**src/hw/rtl/cnew_pkg.sv**
```systemverilog
// constants and helper functions for the cpio newc entry walker
`timescale 1ns / 1ps

package cnew_pkg;

  localparam int unsigned MagicLen        = 6;
  localparam int unsigned GapBeforeSize   = 48;
  localparam int unsigned GapBeforeName   = 32;
  localparam int unsigned HexDigits       = 8;
  localparam int unsigned HeaderLen       = 110;
  localparam int unsigned TrailerLen      = 10;
  localparam int unsigned SizeAt          = MagicLen + GapBeforeSize;
  localparam int unsigned NameSizeAt      = SizeAt + HexDigits + GapBeforeName;

  localparam int unsigned HdrCountW       = 7;
  localparam int unsigned TrailerIdxW     = 4;

  typedef struct packed {
    logic       bad;
    logic [3:0] value;
  } hex_digit_t;

  // ascii hex digit, upper or lower case; anything else is zero and flagged
  function automatic hex_digit_t hex_decode(input logic [7:0] c);
    hex_digit_t d;
    d.bad   = 1'b0;
    d.value = 4'd0;
    if (c >= 8'h30 && c <= 8'h39) begin
      d.value = 4'(c - 8'h30);
    end else if (c >= 8'h41 && c <= 8'h46) begin
      d.value = 4'(c - 8'h37);
    end else if (c >= 8'h61 && c <= 8'h66) begin
      d.value = 4'(c - 8'h57);
    end else begin
      d.bad = 1'b1;
    end
    return d;
  endfunction

  // characters of the end-of-archive name
  function automatic logic [7:0] trailer_char(input logic [TrailerIdxW-1:0] idx);
    logic [7:0] ch;
    case (idx)
      4'd0:    ch = 8'h54; // T
      4'd1:    ch = 8'h52; // R
      4'd2:    ch = 8'h41; // A
      4'd3:    ch = 8'h49; // I
      4'd4:    ch = 8'h4C; // L
      4'd5:    ch = 8'h45; // E
      4'd6:    ch = 8'h52; // R
      4'd7:    ch = 8'h21; // !
      4'd8:    ch = 8'h21; // !
      4'd9:    ch = 8'h21; // !
      default: ch = 8'h00;
    endcase
    return ch;
  endfunction

endpackage

```
**src/hw/rtl/cpio_newc_entry_walker.sv**
```systemverilog
// cpio newc archive walker: strips headers and padding, emits name and content bytes
`timescale 1ns / 1ps

// Takes one archive byte per cycle and gives at most one result per byte, in the
// cycle after the byte is taken, through a single output register. Each byte
// is handled by counter, compare and hex-decode logic in the cycle it is
// accepted, so in_ready stays high as long as the output register is empty or
// being emptied in the same cycle; a full rate of one byte per clock holds
// across header, padding, name and content. Header bytes, the name terminator
// and alignment padding are consumed without a result. The 8-digit file size
// and name size fields accept 0-9, A-F and a-f; any other character reads as
// zero and raises header_error on the entry's results. After the entry named
// TRAILER!!! has been fully consumed, all further bytes are taken and dropped
// until reset.
module cpio_newc_entry_walker (
  input  logic        clk,
  input  logic        rst,
  input  logic        in_valid,
  output logic        in_ready,
  input  logic [7:0]  archive_byte,
  output logic        out_valid,
  input  logic        out_ready,
  output logic        region,
  output logic [7:0]  out_byte,
  output logic [31:0] position,
  output logic        last_of_region,
  output logic [31:0] entry_file_size,
  output logic        is_trailer,
  output logic        header_error
);

  typedef enum logic [2:0] {
    PH_HEADER   = 3'd0,
    PH_NAME     = 3'd1,
    PH_NAME_PAD = 3'd2,
    PH_DATA     = 3'd3,
    PH_DATA_PAD = 3'd4
  } phase_t;

  localparam logic [cnew_pkg::HdrCountW-1:0] HdrLast =
    cnew_pkg::HdrCountW'(cnew_pkg::HeaderLen - 1);
  localparam logic [cnew_pkg::HdrCountW-1:0] SizeLo =
    cnew_pkg::HdrCountW'(cnew_pkg::SizeAt);
  localparam logic [cnew_pkg::HdrCountW-1:0] SizeHi =
    cnew_pkg::HdrCountW'(cnew_pkg::SizeAt + cnew_pkg::HexDigits);
  localparam logic [cnew_pkg::HdrCountW-1:0] NameLo =
    cnew_pkg::HdrCountW'(cnew_pkg::NameSizeAt);
  localparam logic [cnew_pkg::HdrCountW-1:0] NameHi =
    cnew_pkg::HdrCountW'(cnew_pkg::NameSizeAt + cnew_pkg::HexDigits);
  localparam logic [1:0]  HdrLenLow   = 2'(cnew_pkg::HeaderLen);
  localparam logic [31:0] TrailerName = 32'(cnew_pkg::TrailerLen + 1);
  localparam logic [31:0] TrailerEnd  = 32'(cnew_pkg::TrailerLen - 1);

  typedef struct packed {
    phase_t phase;
    logic   restart;
    logic   finish;
  } adv_t;

  phase_t                         phase, phase_next;
  logic [cnew_pkg::HdrCountW-1:0] header_count, header_count_next;
  logic [31:0]                    size_accum, size_accum_next;
  logic [31:0]                    name_accum, name_accum_next;
  logic [31:0]                    region_count, region_count_next;
  logic                           trailer_match, trailer_match_next;
  logic                           bad_hex, bad_hex_next;
  logic                           finished, finished_next;

  logic        in_accept;
  logic        emit;
  logic        res_region, res_last, res_trailer;
  logic        do_adv;
  adv_t        adv;
  cnew_pkg::hex_digit_t           hd;
  logic [cnew_pkg::HdrCountW-1:0] hc_inc;
  logic [1:0]  name_pad, data_pad;
  logic        match;

  // next non-empty part of the entry after the part just finished
  function automatic adv_t advance(input phase_t done, input logic [31:0] nsz,
                                   input logic [31:0] fsz, input logic tm);
    adv_t a;
    logic [1:0] npad;
    logic [1:0] dpad;
    npad      = 2'd0 - (HdrLenLow + nsz[1:0]);
    dpad      = 2'd0 - fsz[1:0];
    a.phase   = PH_HEADER;
    a.restart = 1'b0;
    a.finish  = 1'b0;
    if (done < PH_NAME && nsz != 32'd0) begin
      a.phase = PH_NAME;
    end else if (done < PH_NAME_PAD && npad != 2'd0) begin
      a.phase = PH_NAME_PAD;
    end else if (done < PH_DATA && fsz != 32'd0) begin
      a.phase = PH_DATA;
    end else if (done < PH_DATA_PAD && dpad != 2'd0) begin
      a.phase = PH_DATA_PAD;
    end else if (tm && nsz == TrailerName) begin
      a.finish = 1'b1;
    end else begin
      a.restart = 1'b1;
    end
    return a;
  endfunction

  assign in_ready  = !out_valid || out_ready;
  assign in_accept = in_valid && in_ready;

  assign hd       = cnew_pkg::hex_decode(archive_byte);
  assign hc_inc   = header_count + cnew_pkg::HdrCountW'(1);
  assign name_pad = 2'd0 - (HdrLenLow + name_accum[1:0]);
  assign data_pad = 2'd0 - size_accum[1:0];
  assign match    = trailer_match && region_count < 32'(cnew_pkg::TrailerLen) &&
                    archive_byte ==
                    cnew_pkg::trailer_char(region_count[cnew_pkg::TrailerIdxW-1:0]);
  // the size fields are complete before the last header byte, so the stored
  // values are the ones to look at whenever a part ends
  assign adv      = advance(phase, name_accum, size_accum, trailer_match);

  always_comb begin
    phase_next         = phase;
    header_count_next  = header_count;
    size_accum_next    = size_accum;
    name_accum_next    = name_accum;
    region_count_next  = region_count;
    trailer_match_next = trailer_match;
    bad_hex_next       = bad_hex;
    finished_next      = finished;
    emit               = 1'b0;
    res_region         = 1'b0;
    res_last           = 1'b0;
    res_trailer        = 1'b0;
    do_adv             = 1'b0;

    if (in_accept && !finished) begin
      unique case (phase)
        PH_HEADER: begin
          if (header_count >= SizeLo && header_count < SizeHi) begin
            size_accum_next = {size_accum[27:0], hd.value};
            bad_hex_next    = bad_hex | hd.bad;
          end else if (header_count >= NameLo && header_count < NameHi) begin
            name_accum_next = {name_accum[27:0], hd.value};
            bad_hex_next    = bad_hex | hd.bad;
          end
          header_count_next = hc_inc;
          do_adv            = header_count >= HdrLast;
        end
        PH_NAME: begin
          region_count_next = region_count + 32'd1;
          if (region_count >= name_accum - 32'd1) begin
            // terminator byte, dropped
            do_adv = 1'b1;
          end else begin
            emit               = 1'b1;
            res_last           = region_count == name_accum - 32'd2;
            trailer_match_next = match;
            res_trailer        = res_last ? (match && region_count == TrailerEnd) : match;
          end
        end
        PH_NAME_PAD: begin
          header_count_next = hc_inc;
          do_adv            = hc_inc >= cnew_pkg::HdrCountW'(name_pad);
        end
        PH_DATA: begin
          region_count_next = region_count + 32'd1;
          emit              = 1'b1;
          res_region        = 1'b1;
          res_last          = region_count == size_accum - 32'd1;
          do_adv            = res_last;
        end
        PH_DATA_PAD: begin
          header_count_next = hc_inc;
          do_adv            = hc_inc >= cnew_pkg::HdrCountW'(data_pad);
        end
        default: begin
          phase_next         = PH_HEADER;
          header_count_next  = '0;
          size_accum_next    = '0;
          name_accum_next    = '0;
          region_count_next  = '0;
          trailer_match_next = 1'b1;
          bad_hex_next       = 1'b0;
        end
      endcase

      if (do_adv) begin
        if (adv.finish) begin
          finished_next = 1'b1;
        end else if (adv.restart) begin
          phase_next         = PH_HEADER;
          header_count_next  = '0;
          size_accum_next    = '0;
          name_accum_next    = '0;
          region_count_next  = '0;
          trailer_match_next = 1'b1;
          bad_hex_next       = 1'b0;
        end else begin
          phase_next = adv.phase;
          if (adv.phase == PH_NAME || adv.phase == PH_DATA) begin
            region_count_next = '0;
          end else begin
            header_count_next = '0;
          end
        end
      end
    end
  end

  always_ff @(posedge clk) begin
    if (rst) begin
      phase         <= PH_HEADER;
      header_count  <= '0;
      size_accum    <= '0;
      name_accum    <= '0;
      region_count  <= '0;
      trailer_match <= 1'b1;
      bad_hex       <= 1'b0;
      finished      <= 1'b0;
      out_valid     <= 1'b0;
    end else begin
      phase         <= phase_next;
      header_count  <= header_count_next;
      size_accum    <= size_accum_next;
      name_accum    <= name_accum_next;
      region_count  <= region_count_next;
      trailer_match <= trailer_match_next;
      bad_hex       <= bad_hex_next;
      finished      <= finished_next;
      if (in_ready) begin
        out_valid <= emit;
      end
      // result register, loaded only with a transaction that produces output
      if (emit) begin
        region          <= res_region;
        out_byte        <= archive_byte;
        position        <= region_count;
        last_of_region  <= res_last;
        entry_file_size <= size_accum;
        is_trailer      <= res_trailer;
        header_error    <= bad_hex;
      end
    end
  end

endmodule

```
**config.mk**
```make
export PLATFORM = sky130hd
export DESIGN_NAME = cpio_newc_entry_walker
export DESIGN_NICKNAME = d
export VERILOG_FILES = /design/src/hw/rtl/cnew_pkg.sv /design/src/hw/rtl/cpio_newc_entry_walker.sv
export SDC_FILE = /design/constraint.sdc
export NUM_CORES = 1
export LEC_CHECK = 0
export BUFFER_PORTS_ARGS = -buffer_cell sky130_fd_sc_hd__buf_2
export CELL_PAD_IN_SITES_DETAIL_PLACEMENT = 2
export CELL_PAD_IN_SITES_GLOBAL_PLACEMENT = 2
export CORE_MARGIN = 2
export CORE_UTILIZATION = 35
export CTS_BUF_LIST = sky130_fd_sc_hd__clkbuf_4
export CTS_CLUSTER_DIAMETER = 50
export DETAILED_ROUTE_END_ITERATION = 6
export GPL_TIMING_DRIVEN = 0
export PLACE_DENSITY_LB_ADDON = 0.1
export SETUP_SLACK_MARGIN = 0.1
export SYNTH_ARGS = -nofsm -noshare
export SYNTH_HDL_FRONTEND = slang
export SYNTH_SLANG_ARGS = --single-unit
```
**constraint.sdc**
```tcl
create_clock -name clk -period 26 [get_ports clk]
set_input_delay 2.6 -clock clk [delete_from_list [all_inputs] [get_ports clk]]
set_output_delay 2.6 -clock clk [all_outputs]
set_load 0.05 [all_outputs]
```
==> summary.md, run 1 <==
| Metric | Value |
|---|---|
| Synthesized area per cell | 8.98 um^2 |
| H-tree depth | 4 |
| Largest net degree at the start of global routing | 22 |
| Starting Density | 35.5% |
| Max Fanout on Critical Path | 10 |
| Grt ovf | 0 |
| Top post-synthesis cells by area | dfxtp_1 (20%), edfxtp_1 (19%), xnor2_1 (6.0%) |
| Cts repair resizes | 0 |
| Vias per Instance | 5.78 |
| Period minus WS final | 6700 ps |
| Top-count cell post-synth | dfxtp_1 |
| Detail Route Antenna Nets | 0 |
| Most used DFF post-synth | dfxtp_1 |
| Number of flops mapped to enable cells by yosys | 76 |
| Iteration-0 DRC Markers | 614 |
| Initial DRT Pass Iterations | 5 |
| Gpl congestion | 0.884 |
| Share of cells above drive strength 1 | 12.3% |
| Drt total wl | 45700 um |
| Initial antenna violation count | 1 |
| Clock buffer depth | 2 |
| CTS tree | done |
| TritonCTS Buffers | 17 |
| DRT met1 WL | 21300 um |
| Worst Hold Class | register to register |
| Post-CTS Setup Bufs | 0 |
| GR Util All Layers | 26.3% |
| Max-Cap Viols | 0 |
| RSZ-0062 raised after global routing | false |
| Fin. max-slew vios | 0 |
| FP Rows | 67 |
| DP HPWL | 36000 um |
| CTS root buffer | clkbuf_4 |
| Multi-input logic area | 6730 um^2 |
| Met3 wire len | 1170 um |
| Outcome | finished clean |
| Crit. End Element | register |
| Setup_tns | 0 ps |
| Routed vias | 10989 |
| Clk Latency, worst-skew pair | 690 ps |
| R2r setup slk | 19300 ps |
| Hold path start | size_accum[3]$_SDFFE_PP0P_ |
| Horiz. Die Dim | 188 um |
| LEAKAGE | 5.53 nW |
| Vias in the first global route | 11636 |
| Worst r2r src | name_accum[0]$_SDFFE_PP0P_ |
| Die Area | 35500 um^2 |
| CP Data Arrival Time | 7240 ps |
| Final core utilization | 39.8% |
| Final #Nets | 1501 |
| Post-synth ARST share | 0% |
| Top Layer Used | met4 |
| Synthesis-stage register bit count | 193 |
| Period utilization | 25.8% |
| Hold Path Depth | 0 |
| Setup crit start kind | register |
| CTS sink cnt | 193 |
| Die Y | 188 um |
| Core area | 33500 um^2 |
| Final hold viol count | 0 |
| Layout Area Growth over Synthesis | 12.1% |
| Largest area contributor in the synthesized netlist | dfxtp_1 |
| Hold-fix buffers at CTS | 0 |
| Max_slew headroom | 23.6% |
| Syn. warnings | 0 |
| I/O Buffers | 89 |
| Hold Path End | entry_file_size[3]$_DFFE_PP_ |
| Share of the synthesized area in the top cell type | 19.7% |
| Met2 WL | 21900 um |
| Peak VDD IR | 0.0238 mV |
| Pwr per Cell Area | 38.7 nW/um^2 |
| Crit path kind | register to register |
| DRC | 0 |
| Clock slew at reported path FFs | 190 ps |
| Synth top cells by count | dfxtp_1 (117), nand2_1 (116), nor2_1 (99) |
| First-pass GRT wire length | 70900 um |
| Post-synthesis cell area | 11900 um^2 |
| Filler cells | 3792 |
| Seq/Total Area, Yosys | 38.9% |
| Reg2reg end | region_count[4]$_SDFFE_PP0P_ |
| Syn Nets | 1388 |
| Worst path required time | 26540 ps |
| Post-synth cell types | 87 |
| Slew @ Worst Pin | 1120 ps |
| Cell count after synthesis | 1325 |
| Max Fclk | 0.149 GHz |
| # IOs | 90 |
| WL per Instance | 24.0 um |
| R2R cell count | 22 |
| Setup-failing EPs final | 0 |
| Clock Skew | 40.5 ps |
| Seq. cell area | 4620 um^2 |
==> critical path, cell delays in order (launching register included) <==
cell and delay (ps):
dfxtp_1 480, clkbuf_1 380, inv_1 410, ha_1 350, nand3_1 220, nor3_1 510
nand2_1 170, nor3_1 520, nand2_1 180, nor2_1 160, xnor2_1 90, ha_1 300
nand4_1 170, or3_1 470, a2111o_1 410, nor3_1 150, a211o_1 270, inv_1 110
o31ai_4 140, nand2_1 380, clkbuf_1 390, a22oi_1 230, nor2_1 80
==> cells in the final DEF (no fill, tap or decap), types with 10 or more instances in the layout <==
cell and instances:
o21ai_0 63, clkbuf_4 17, and3_1 12, nor3_1 42, inv_1 29, buf_2 103, a21oi_1 55, nand3_1 50
ha_1 51, nand4_1 27, clkbuf_1 86, a22oi_1 23, or4_1 16, edfxtp_1 76, xnor2_1 82, xor2_1 48
a22o_1 65, nor2_1 99, dfxtp_1 117, nor4_1 35, nand2_1 116, nand2b_1 10
==> state kept, by name, summed over array words and instances (netlist names), named ones only <==
register         count
size_accum          32
header_error         1
is_trailer           1
out_valid            1
name_accum          32
out_byte             8
region_count        32
position            32
region               1
last_of_region       1
header_count         7
bad_hex              1
entry_file_size     32
finished             1
trailer_match        1
phase                3
==> where the power goes <==
group	switching, mW	internal [mW]	total, mW
clock network	0.125	0.0623	0.187
registers	0.000674	0.313	0.313
logic	0.0116	0.00421	0.0159
total	0.137	0.379	0.516
==> layer usage <==
| metal | vias up | global-route usage [%] |
|---|---|---|
| li1 | 5132 | - |
| met1 | 5614 | 35.0 |
| met2 | 193 | 43.9 |
| met3 | 50 | 2.98 |
| met4 | 0 | 9.68 |
| met5 | - | 0 |
==> how the worst max path moves through the flow <==
stage | from | endpoint | slack (ps) | cells past startpoint
after floorplan | out_ready | entry_file_size[0]$_DFFE_PP_ | 15740 | 6
after global placement | name_accum[0]$_SDFFE_PP0P_ | out_valid$_SDFFE_PP0N_ | 11800 | 17
after detailed placement | name_accum[0]$_SDFFE_PP0P_ | region_count[15]$_SDFFE_PP0P_ | 19420 | 22
after CTS | name_accum[0]$_SDFFE_PP0P_ | region_count[4]$_SDFFE_PP0P_ | 19370 | 22
after global routing | name_accum[0]$_SDFFE_PP0P_ | region_count[4]$_SDFFE_PP0P_ | 18700 | 22
final | name_accum[0]$_SDFFE_PP0P_ | region_count[4]$_SDFFE_PP0P_ | 19300 | 22
==> layout make-up <==
class	count	share of cell area, %
well taps	448	4.20
clock inverters	15	1.47
diodes	3	0.0563
inverters	29	0.816
plain buffers	111	3.41
repair buffers	94	3.97
multi-input cells	992	50.4
flip-flops and latches	193	34.7
clock buffers	17	0.957
==> per-stage QoR <==
stage / hold slack, ps / instance area [um^2] / total power, mW / cells / setup WS [ps]
after floorplan: 403 / 11900 / 0.328 / 1325 / 15740
after global placement: 409 / 12900 / 0.335 / 1862 / 11800
after detailed placement: 420 / 13000 / 0.336 / 1867 / 19420
after CTS: 452 / 13300 / 0.525 / 1899 / 19370
after global routing: 464 / 13300 / 0.535 / 1900 / 18700
final: 445 / 13300 / 0.516 / 1902 / 19300
==> logic make-up after synthesis <==
group	synth area share, %
buffers and inverters	4.74
multiplexers	0.515
AND/OR/NAND/NOR	22.1
AO/OA/AOI/OAI	18.8
flip-flops	38.9
XOR/XNOR	9.57
adder cells (fa/ha/maj)	5.36
(Power assumes the default switching activity.)
==> run 2: changes to the inputs <==
Clock period 26 ns to 5.5 ns, I/O delays scaled along.
==> summary.md, run 2 (same netlist as run 1, synthesis figures left out) <==
| Metric | Value |
|---|---|
| Routed vias | 11354 |
| Period minus WS final | 5510 ps |
| Crit. End Element | register |
| Grt ovf | 0 |
| LEAKAGE | 5.88 nW |
| Crit-path cells | buf_8, or4_4, or4_4, nor2_4, nand2_2, or4_4, nor4_4, nand2_1, xor2_1, ha_1, nand4_1, or3_4, a2111o_1, nor3_2, a211o_1, buf_6, inv_6, o31ai_4, a21o_1, a21oi_4, buf_12, buf_8, a22o_1 |
| # IOs | 90 |
| DRC | 0 |
| Worst Hold Class | input port to register |
| Final core utilization | 42.0% |
| Peak VDD IR | 0.119 mV |
| Final #Nets | 1538 |
| CP top delay family | simple AND/OR/NAND/NOR gates |
| Die Area | 35500 um^2 |
| Multi-input logic area | 7020 um^2 |
| Drt total wl | 47400 um |
| Most frequent cells in the layout | dfxtp_1 (113), nand2_1 (112), nor2_1 (96) |
| Clock buffer depth | 2 |
| Clock Skew | 38.3 ps |
| CP dominant cell by count | or4_4 |
| CP Data Arrival Time | 6100 ps |
| Most common cell after layout, fill and taps aside | dfxtp_1 |
| Placed Area | 13000 um^2 |
| WL per Instance | 24.4 um |
| Worst path bufs/invs | 5 |
| Starting Density | 35.5% |
| CTS root buffer | clkbuf_4 |
| Initial antenna violation count | 2 |
| Non-filler cells, final | 1941 |
| Max-Cap Viols | 0 |
| Final instance area | 14100 um^2 |
| CTS sink cnt | 193 |
| Fin. max-slew vios | 0 |
| Max_slew headroom | 25.7% |
| Slew @ Worst Pin | 1090 ps |
| FP Rows | 67 |
| Layout Area Growth over Synthesis | 18.5% |
| Hold-fix buffers at CTS | 0 |
| Worst path required time | 6090 ps |
| Die Y | 188 um |
| Hold Path End | out_byte[4]$_DFFE_PP_ |
| First-pass GRT wire length | 72200 um |
| Worst r2r src | name_accum[7]$_SDFFE_PP0P_ |
| Share of cells above drive strength 1 | 17.9% |
| CTS tree | done |
| CP max stage cell | or4_4 |
| Iteration-0 DRC Markers | 704 |
| Initial DRT Pass Iterations | 5 |
| Max Fclk | 0.182 GHz |
| Filler cells | 3760 |
| Overall Power | 2.44 mW |
| Worst setup margin | -7.49 ps |
| Core area | 33500 um^2 |
| H-tree depth | 4 |
| Setup-failing EPs final | 5 |
| Largest net degree at the start of global routing | 22 |
| Detail Route Antenna Nets | 0 |
| RSZ-0062 raised after global routing | true |
| Final hold viol count | 0 |
| Dpl cells | 1866 |
| I/O Buffers | 89 |
| TritonCTS Buffers | 17 |
| Crit path kind | register to register |
| DP HPWL | 35600 um |
| R2R cell count | 23 |
| Period utilization | 100% |
| Max Fanout on Critical Path | 7 |
| Worst hold slack | 89.8 ps |
| Setup crit start kind | register |
| Vias in the first global route | 11480 |
| Largest stage delay on the critical path | 580 ps |
| Seq. cell area | 4630 um^2 |
| Failing checks | negative setup slack |
| R2r setup slk | -7 ps |
| Reg2reg end | name_accum[4]$_SDFFE_PP0P_ |
| Hold path start | archive_byte[4] |
| Outcome | finished with violations |
| Hold Path Depth | 1 |
| Clock slew at reported path FFs | 160 ps |
| Pwr per Cell Area | 173 nW/um^2 |
| Vias per Instance | 5.85 |
| Horiz. Die Dim | 188 um |
| GR Util All Layers | 26.6% |
| Gpl congestion | 0.840 |
| Clk Latency, worst-skew pair | 710 ps |
## run 2: cell count changes in the layout (fill, tap and decap cells not counted), moves of 4 or more
cell      before  now
buf_2        103   95
buf_4          1   28
buf_6          3   13
buf_8          3    9
clkbuf_1      86   81
dfxtp_1      117  113
dfxtp_2        0    4
inv_6          0    4
nand2_1      116  112
nor3_1        42   37
## run 2: metal layers
layer / routed length (um) / GRT usage (%) / vias up
met4: 1100 / 7.75 / 0
li1: - / - / 5212
met1: 21800 / 35.8 / 5871
met3: 1590 / 3.67 / 44
met2: 22900 / 44.6 / 227
met5: 0 / 0 / -
## run 2: repair_timing
action / in CTS / in global routing
buffers inserted: 9 / 26
endpoints found under the setup margin: 195 / 133
pin swaps: 12 / 29
gates resized for setup: 45 / 54
cloned: 3 / 2
## run 2: per-stage QoR
| stage | setup TNS [ps] | setup slack, ps |
|---|---|---|
| after floorplan | -32920 | -429 |
| after global placement | -281270 | -2580 |
| after detailed placement | -128120 | -1010 |
| after CTS | 0 | 63.7 |
| after global routing | -8040 | -194 |
| final | -25.6 | -7.49 |
## run 2: cell type report
cell class,instances,area share [%]
multi-input combinational,993,49.8
inverter,29,0.808
timing repair buffer,132,6.51
clock inverter,15,1.26
buffer,109,3.83
antenna,5,0.0888
clock buffer,17,0.905
sequential,193,32.8
tap,448,3.98
## run 2: worst max path at each step
stage                                startpoint                      endpoint  slack, ps  cells past startpoint
floorplan            name_accum[7]$_SDFFE_PP0P_  entry_file_size[0]$_DFFE_PP_       -430                     16
global placement     name_accum[0]$_SDFFE_PP0P_        position[22]$_DFFE_PP_      -2580                     17
detailed placement   name_accum[0]$_SDFFE_PP0P_  region_count[4]$_SDFFE_PP0P_      -1010                     22
CTS                  name_accum[7]$_SDFFE_PP0P_                      register         60                     20
global route        name_accum[13]$_SDFFE_PP0P_                      register       -190                     21
finish               name_accum[7]$_SDFFE_PP0P_    name_accum[4]$_SDFFE_PP0P_         -7                     23
## run 2: where the power goes
| group | internal [mW] | switching, mW | leakage, nW | total, mW |
|---|---|---|---|---|
| Sequential | 1.48 | 0.00320 | 1.76 | 1.48 |
| Clock | 0.286 | 0.578 | 0.159 | 0.863 |
| Combinational | 0.0317 | 0.0603 | 3.96 | 0.0920 |
| Total | 1.79 | 0.641 | 5.88 | 2.44 |
==> run 3: changes to the inputs <==
Settings changed: CORE_ASPECT_RATIO from default to 0.6.
==> summary.md, run 3 (same netlist as run 1, synthesis figures left out) <==
| Metric | Value |
|---|---|
| Pwr per Cell Area | 171 nW/um^2 |
| Setup crit start kind | register |
| CP dominant cell by count | or4_4 |
| GR Util All Layers | 27.9% |
| Crit. End Element | register |
| Horiz. Die Dim | 242 um |
| Worst setup margin | -144 ps |
| Final core utilization | 42.0% |
| Routed vias | 11606 |
| FP Rows | 52 |
| Period utilization | 103% |
| Die Area | 35500 um^2 |
| CP top delay family | simple AND/OR/NAND/NOR gates |
| H-tree depth | 4 |
| Max-Cap Viols | 0 |
| Max_slew headroom | 17.8% |
| Share of cells above drive strength 1 | 18.9% |
| Gpl congestion | 0.919 |
| DRC | 0 |
| Hold path start | archive_byte[5] |
| CP max stage cell | or4_4 |
| RSZ-0062 raised after global routing | true |
| Most frequent cells in the layout | dfxtp_1 (112), nand2_1 (111), buf_2 (98) |
| Initial antenna violation count | 2 |
| Final hold viol count | 0 |
| Layout Area Growth over Synthesis | 18.7% |
| CTS tree | done |
| Clock slew at reported path FFs | 190 ps |
| LEAKAGE | 5.84 nW |
| Failing checks | negative setup slack |
| Worst r2r src | name_accum[8]$_SDFFE_PP0P_ |
| Die Y | 147 um |
| Crit. Startpoint | name_accum[8]$_SDFFE_PP0P_ |
| Final #Nets | 1538 |
| Largest net degree at the start of global routing | 21 |
| Clock Skew | 23.1 ps |
| CTS root buffer | clkbuf_4 |
| Crit path kind | register to register |
| Iteration-0 DRC Markers | 888 |
| Core area | 33600 um^2 |
| Max Fclk | 0.177 GHz |
| Starting Density | 35.4% |
| I/O Buffers | 89 |
| # IOs | 90 |
| CTS sink cnt | 193 |
| TritonCTS Buffers | 17 |
| Worst Hold Class | input port to register |
| Crit-path cells | buf_8, or4_4, or4_4, nor2_4, nand2_2, or4_4, nor4_4, nand2_1, xor2_1, ha_1, nand4_1, buf_4, nor3_1, a2bb2oi_2, a311oi_2, a211o_1, buf_6, inv_4, o31ai_4, a31oi_4, or3b_4, o22ai_1 |
| First-pass GRT wire length | 74800 um |
| Vias in the first global route | 11583 |
| R2r setup slk | -140 ps |
| Period minus WS final | 5640 ps |
| Setup-failing EPs final | 96 |
| Outcome | finished with violations |
| Most common cell after layout, fill and taps aside | dfxtp_1 |
| Clock buffer depth | 2 |
| Overall Power | 2.42 mW |
| Detail Route Antenna Nets | 0 |
| Filler cells | 3745 |
| Peak VDD IR | 0.112 mV |
| Fin. max-slew vios | 0 |
| Clk Latency, worst-skew pair | 690 ps |
| CP Data Arrival Time | 6270 ps |
| Max Fanout on Critical Path | 5 |
| Slew @ Worst Pin | 1230 ps |
| DP HPWL | 37600 um |
| Drt total wl | 50600 um |
| Initial DRT Pass Iterations | 6 |
| Largest stage delay on the critical path | 570 ps |
| Worst path bufs/invs | 4 |
| Vias per Instance | 5.96 |
| Grt ovf | 0 |
| WL per Instance | 26.0 um |
| Worst path required time | 6120 ps |
[run 3: report_power, final]
| part | leakage [nW] | total [mW] | internal (mW) | switching, mW |
|---|---|---|---|---|
| Combinational | 3.93 | 0.0946 | 0.0287 | 0.0658 |
| Clock | 0.147 | 0.842 | 0.246 | 0.596 |
| Sequential | 1.76 | 1.48 | 1.48 | 0.00312 |
| Total | 5.84 | 2.42 | 1.75 | 0.665 |
[run 3: through the flow]
stage               worst slack (ps)  cell area [um^2]  cells  TNS [ps]  hold slack [ps]
CTS                            -65.2             13700   1930     -1520             44.5
floorplan                       -429             11900   1325    -32920              403
detailed placement             -1570             13000   1877   -205970              413
global placement               -3000             13000   1873   -373880              409
finish                          -144             14100   1948     -6550             79.3
global route                    -292             14100   1948    -19670             24.4
[run 3: final cells by class]
class | count | area [um^2] | share of cell area [%]
antenna | 1 | 2.50 | 0.0177
buffer | 108 | 514 | 3.64
clock buffer | 18 | 135 | 0.957
clock inverter | 14 | 146 | 1.04
inverter | 29 | 111 | 0.789
multi-input combinational | 993 | 7130 | 50.5
sequential | 193 | 4630 | 32.8
tap | 459 | 574 | 4.07
timing repair buffer | 133 | 875 | 6.20
[run 3: worst reg2reg max path, stage by stage, from the launching register on]
cell and delay [ps]:
dfxtp_2 370, buf_8 120, or4_4 510, or4_4 570, nor2_4 130, nand2_2 80, or4_4 460, nor4_4 180
nand2_1 110, xor2_1 170, ha_1 320, nand4_1 160, buf_4 190, nor3_1 260, a2bb2oi_2 120, a311oi_2 360
a211o_1 250, buf_6 150, inv_4 40, o31ai_4 130, a31oi_4 250, or3b_4 490, o22ai_1 180
[run 3: path summary, 6_finish.rpt]
kind / to / cells after the start
max reg2reg: register / 22
min reg2reg: entry_file_size[17]$_DFFE_PP_ / 0
min: out_byte[5]$_DFFE_PP_ / 1
max: register / 22
[run 3: what timing repair did]
item | 4_1_cts | 5_1_grt
setup endpoints to repair | 195 | 193
hold buffers | 0 | 0
cloned | 5 | 2
pin swaps | 26 | 22
resized for setup | 60 | 59
setup buffers | 17 | 17
[run 3: per-layer routing]
layer / global-route usage (%) / up-vias / share of wire [%] / routed length, um
met2: 39.5 / 337 / 41 / 20800
met3: 4.68 / 37 / 6.3 / 3190
li1: - / 5209 / - / -
met5: 0 / - / 0 / 0
met1: 44.0 / 6023 / 51 / 25900
met4: 5.34 / 0 / 1.2 / 587
